===== config.mk =====
export PLATFORM = sky130hd
export DESIGN_NAME = ppcr_cordic_stage
export DESIGN_NICKNAME = d
export VERILOG_FILES = /design/src/design/planar_pose_compose_relative_defines.svh /design/src/design/ppcr_pkg.sv /design/src/design/ppcr_cordic_stage.sv
export SDC_FILE = /design/constraint.sdc
export NUM_CORES = 1
export LEC_CHECK = 0
export BUFFER_PORTS_ARGS = -buffer_cell sky130_fd_sc_hd__buf_4
export CAP_MARGIN = 20
export CORE_MARGIN = 2
export CORE_UTILIZATION = 40
export DETAILED_ROUTE_END_ITERATION = 12
export HOLD_SLACK_MARGIN = 0.02
export PLACE_DENSITY_LB_ADDON = 0.3
export SLEW_MARGIN = 20
export SYNTH_ARGS = -nofsm -noshare
export SYNTH_HDL_FRONTEND = slang
export SYNTH_SLANG_ARGS = --single-unit
export TNS_END_PERCENT = 1

===== constraint.sdc =====
create_clock -name aclk -period 7.1 [get_ports aclk]
set_clock_uncertainty 0.2 [all_clocks]
set_input_delay 0.71 -clock aclk [delete_from_list [all_inputs] [get_ports aclk]]
set_output_delay 0.71 -clock aclk [all_outputs]
set_load 0.02 [all_outputs]

===== src/design/planar_pose_compose_relative_defines.svh =====
// ---------------------------------------------------------------------------
// Planar pose compose/relative - assertion macros
// Shared concurrent assertion forms, clocked on aclk, quiet during reset.
// ---------------------------------------------------------------------------
`ifndef PLANAR_POSE_COMPOSE_RELATIVE_DEFINES_SVH
`define PLANAR_POSE_COMPOSE_RELATIVE_DEFINES_SVH

// same-cycle implication
`define PPCR_ASSERT_NOW(lbl, ante, cons) \
    lbl: assert property (@(posedge aclk) disable iff (!aresetn) (ante) |-> (cons)) \
        else $error("ppcr same-cycle check failed");

// next-cycle implication
`define PPCR_ASSERT_NEXT(lbl, ante, cons) \
    lbl: assert property (@(posedge aclk) disable iff (!aresetn) (ante) |=> (cons)) \
        else $error("ppcr next-cycle check failed");

`endif


===== src/design/ppcr_pkg.sv =====
// ---------------------------------------------------------------------------
// ppcr_pkg
// Constants, payload types and the CORDIC angle table for the pose unit.
// ---------------------------------------------------------------------------
package ppcr_pkg;

    // rotation stage count, capped at the table length
    localparam int CordicStages = 16;
    localparam int MaxStages    = 24;
    localparam int NumStages    = (CordicStages < MaxStages) ? CordicStages : MaxStages;
    localparam int ShiftW       = $clog2(MaxStages);

    // CORDIC gain reciprocal, Q2.30
    localparam logic signed [31:0] GainQ30 = 32'sd652032874;

    // position limits, Q8.16
    localparam int PosMax = 8388607;
    localparam int PosMin = -8388608;

    // commands
    localparam logic CmdCompose  = 1'b0;
    localparam logic CmdRelative = 1'b1;

    // rotating vector: x = cos, y = sin, z = residual angle (2^-32 turn)
    typedef struct packed {
        logic signed [31:0] x;
        logic signed [31:0] y;
        logic signed [31:0] z;
    } ppcr_vec_t;

    // operands carried beside the rotator
    typedef struct packed {
        logic               cmd;
        logic signed [24:0] px;
        logic signed [24:0] py;
        logic signed [23:0] ax;
        logic signed [23:0] ay;
        logic        [15:0] heading;
    } ppcr_side_t;

    // atan(2^-i) in units of 2^-32 turn
    function automatic logic signed [31:0] atan_turn(input logic [ShiftW-1:0] idx);
        logic signed [31:0] a;
        unique case (idx)
            5'd0:    a = 32'sh20000000;
            5'd1:    a = 32'sh12E4051E;
            5'd2:    a = 32'sh09FB385B;
            5'd3:    a = 32'sh051111D4;
            5'd4:    a = 32'sh028B0D43;
            5'd5:    a = 32'sh0145D7E1;
            5'd6:    a = 32'sh00A2F61E;
            5'd7:    a = 32'sh00517C55;
            5'd8:    a = 32'sh0028BE53;
            5'd9:    a = 32'sh00145F2F;
            5'd10:   a = 32'sh000A2F98;
            5'd11:   a = 32'sh000517CC;
            5'd12:   a = 32'sh00028BE6;
            5'd13:   a = 32'sh000145F3;
            5'd14:   a = 32'sh0000A2FA;
            5'd15:   a = 32'sh0000517D;
            5'd16:   a = 32'sh000028BE;
            5'd17:   a = 32'sh0000145F;
            5'd18:   a = 32'sh00000A30;
            5'd19:   a = 32'sh00000518;
            5'd20:   a = 32'sh0000028C;
            5'd21:   a = 32'sh00000146;
            5'd22:   a = 32'sh000000A3;
            5'd23:   a = 32'sh00000051;
            default: a = 32'sh00000000;
        endcase
        return a;
    endfunction

endpackage


===== src/design/ppcr_cordic_stage.sv =====
// ---------------------------------------------------------------------------
// ppcr_cordic_stage
// One registered CORDIC rotation step; side operands ride along unchanged.
// ---------------------------------------------------------------------------
module ppcr_cordic_stage (
    input  logic                             aclk,
    input  logic                             aresetn,
    input  logic                             en,
    input  logic                             in_valid,
    input  ppcr_pkg::ppcr_vec_t              in_vec,
    input  ppcr_pkg::ppcr_side_t             in_side,
    input  logic [ppcr_pkg::ShiftW-1:0]      shift,
    input  logic signed [31:0]               angle,
    output logic                             out_valid,
    output ppcr_pkg::ppcr_vec_t              out_vec,
    output ppcr_pkg::ppcr_side_t             out_side
);

    logic                  valid_reg;
    ppcr_pkg::ppcr_vec_t   vec_reg;
    ppcr_pkg::ppcr_side_t  side_reg;
    ppcr_pkg::ppcr_vec_t   vec_next;
    logic signed [31:0]    cur_x;
    logic signed [31:0]    cur_y;
    logic signed [31:0]    dx;
    logic signed [31:0]    dy;

    // rotate toward zero residual angle
    always_comb begin
        cur_x = in_vec.x;
        cur_y = in_vec.y;
        dx    = cur_y >>> shift;
        dy    = cur_x >>> shift;
        if (!in_vec.z[31]) begin
            vec_next.x = cur_x - dx;
            vec_next.y = cur_y + dy;
            vec_next.z = in_vec.z - angle;
        end else begin
            vec_next.x = cur_x + dx;
            vec_next.y = cur_y - dy;
            vec_next.z = in_vec.z + angle;
        end
    end

    // valid bit
    always_ff @(posedge aclk) begin
        if (!aresetn) begin
            valid_reg <= 1'b0;
        end else if (en) begin
            valid_reg <= in_valid;
        end
    end

    // payload
    always_ff @(posedge aclk) begin
        if (en) begin
            vec_reg  <= vec_next;
            side_reg <= in_side;
        end
    end

    assign out_valid = valid_reg;
    assign out_vec   = vec_reg;
    assign out_side  = side_reg;

endmodule


==> impl_metrics.toml <==
[outcome]
status = "finished, final reports clean"

[power_and_ir_drop]
power_density_nw_per_um2 = 224
pwr-share-comb = 0.436
power_switching_mw = 1.86
leakage_nw = 9.73
power_mw = 5.20
worst_ir_drop_vdd_v = 0.000159
seq_power_share = 0.330
switching_share = 0.358
intPower_mw = 3.34
clkPwrFrac = 0.235

[timing]
drv_slew = 0
fin_crit_sh = 0.921
grt_setup_unrepaired = "no"
period_needed_ps = 6540
fin_tns_setup_ps = 0
max_freq_mhz = 153
relSlewSlack = 0.310
setup_viol = 0
hold_ws_ps = 132
finalHoldViolCount = 0
tightest_slew_ps = 1030

[floorplan]
ios = 464
fp.dieW_microns = 216
dieArea_sq_um = 46700
initial_core_util = 0.406
num_rows = 77
die_h_microns = 216
fp.coreArea_sq_um = 44300

[clock_tree]
htree_levels = 1
clkTransAtPathRegs_ps = 60
post_cts_resize_count = 0
numCtsBuffers = 25
cts_max_path_buffers = 3
clockRootBuffer = "clkbuf_16"
clock_sinks = 212
clk_latency_ps = 550
cts_tree = "done"
cts_hold_buf = 0
cts_setup_buffers = 0

[route]
drt-total-wl_mm = 63.0
drtPass1Iterations = 5
ant_nets = 0
drc = 0
routedWlPerCell_microns = 22.5
num_vias = 16400
via_per_inst = 5.85
drt-initial-drc-count = 1375

[finish]
num-nets-final = 2545
fin_area_sq_um = 23200
final_core_util = 0.524
final_cell_mix = "buf_4 (553), edfxtp_1 (211), a21oi_1 (134), nand2_1 (132), nor2_1 (129)"
drive_gt1_frac = 0.327
fillers = 3948
area_growth_pct = 29.1
layout.cells.most_common = "buf_4"

[synthesis]
synth_compound_area_frac = 0.162
syn-instance-count = 1681
syn_avg_cell_area_sq_um = 10.7
synth_top_family_by_area = "multiplexers"
synthesis.nets = 2039
yosys_warnings = 0
netlist_area_sq_um = 18000
synth_seq_cells = 212
synth.mux.area_fraction = 0.166
yosysSeqAreaShare = 0.353
async_reset_ff_frac = 0
synthFlopType = "edfxtp_1"
yosysUniqueCellTypes = 89
synthSimpleGateAreaFrac = 0.124
synth_edf_count = 211
synth-adder-area-share = 0.0750
yosys.area_share.xor_xnor = 0.0813

[critical_path]
worstPathArrival_ps = 6640
critPathMaxFanout = 17
critPathLaunchType = "input port"
worst_path_most_repeated_cell = "buf_4"
critPathSlowestCell = "mux4_1"
cp.required_ps = 7200
cpPeakStageDelay_ps = 470
path_delay_family = "compound AO/OA/AOI/OAI gates"
path_buf_inv = 6
crit_type = "in2reg"
worstSetupEndpointType = "register"

[global_routing]
grt_pass1_wl_mm = 94.4
grtUsageTotal = 0.259
grt_overflow = 0
grt_pass1_vias = 15900
grt_max_degree = 141
grt_antenna_before_repair = 1

[worst_hold_path]
hold_path_class = "in2reg"

[run]
maxCapViolCount = 0

[place]
io_buffers = 463
placed_area_sq_um = 22400
dp_hpwl_mm = 49.6
place_congestion = 0.962
logic make-up after synthesis:
logic type                 count (synthesis)
xor gates and xnor gates                 167
muxes                                    172
DFF                                      212
and+or+nand+nor                          462
adders and majority gates                106
buffers and inverters                    119
AOI/OAI and AO/OA                        443
registers in the layout, summed over array words and instances, names as in the netlist:
| name | count |
|---|---|
| out_vec | 96 |
| out_side | 115 |
| out_valid | 1 |
metal layers:
metal  GRT usage  routed length [microns]
met1       0.326                    24900
met2       0.451                    31200
met5           0                        0
met3      0.0459                     4970
met4      0.0863                     2010
synthesized netlist by cell type (7+ instances only):
cell type,number,area share
nand2_1,132,0.028
mux2i_1,57,0.032
nand2b_1,21,0.0073
edfxtp_1,211,0.35
nor2b_1,18,0.0063
a211oi_1,20,0.0083
or2_2,7,0.0024
mux4_2,76,0.095
a31oi_1,30,0.010
inv_1,37,0.0077
o211ai_1,13,0.0054
and2_1,14,0.0049
nand4_1,9,0.0031
xnor2_1,102,0.050
a21oi_1,134,0.037
clkbuf_1,30,0.0063
xor2_1,65,0.032
o21a_1,23,0.0096
o31ai_1,8,0.0033
a21o_1,43,0.018
o22ai_1,7,0.0024
o21ai_0,70,0.019
ha_1,103,0.072
nor4_1,7,0.0024
o21bai_1,15,0.0063
nor2_1,129,0.027
nand3_1,33,0.0092
buf_1,11,0.0023
buf_6,17,0.011
mux2_2,21,0.013
mux4_1,17,0.025
a32oi_1,7,0.0034
nor3_1,40,0.011
or3_1,10,0.0035
buf_2,11,0.0031
and3_1,17,0.0059
power groups by stage:
stage	Sequential (mW)	Combinational, mW	Clock (mW)
2_1_floorplan	2.00	1.12	0
3_3_place_gp	1.74	2.23	0
3_5_place_dp	1.74	2.25	0
4_1_cts	1.72	2.26	1.25
5_1_grt	1.74	2.44	1.29
6_report	1.72	2.27	1.22
stage by stage:
| step | setup WS, ps | cells |
|---|---|---|
| 6_report | 559 | 2797 |
| 4_1_cts | 401 | 2796 |
| 3_5_place_dp | -119 | 2752 |
| 5_1_grt | 9.92 | 2797 |
| 2_1_floorplan | 358 | 1681 |
| 3_3_place_gp | -161 | 2752 |
path summary, 6_finish.rpt:
path	from	end	slack, ps	depth (start not counted)
max	shift[1]	out_vec[61]	560	26
min	in_side[52]	out_side[52]	130	1
max reg2reg	out_valid	out_valid	6280	2
min reg2reg	out_valid	out_valid	340	2
area by class of cell:
type	count	area, sq um	share of cell area
repair buffers	559	4270	0.184
clock inverters	18	144	0.00619
multi-input cells	1350	10900	0.471
diodes	1	2.50	0.000108
flip-flops and latches	212	6360	0.274
clock buffers	26	629	0.0271
inverters	39	146	0.00630
well taps	592	741	0.0319
(Power assumes the default switching activity.)
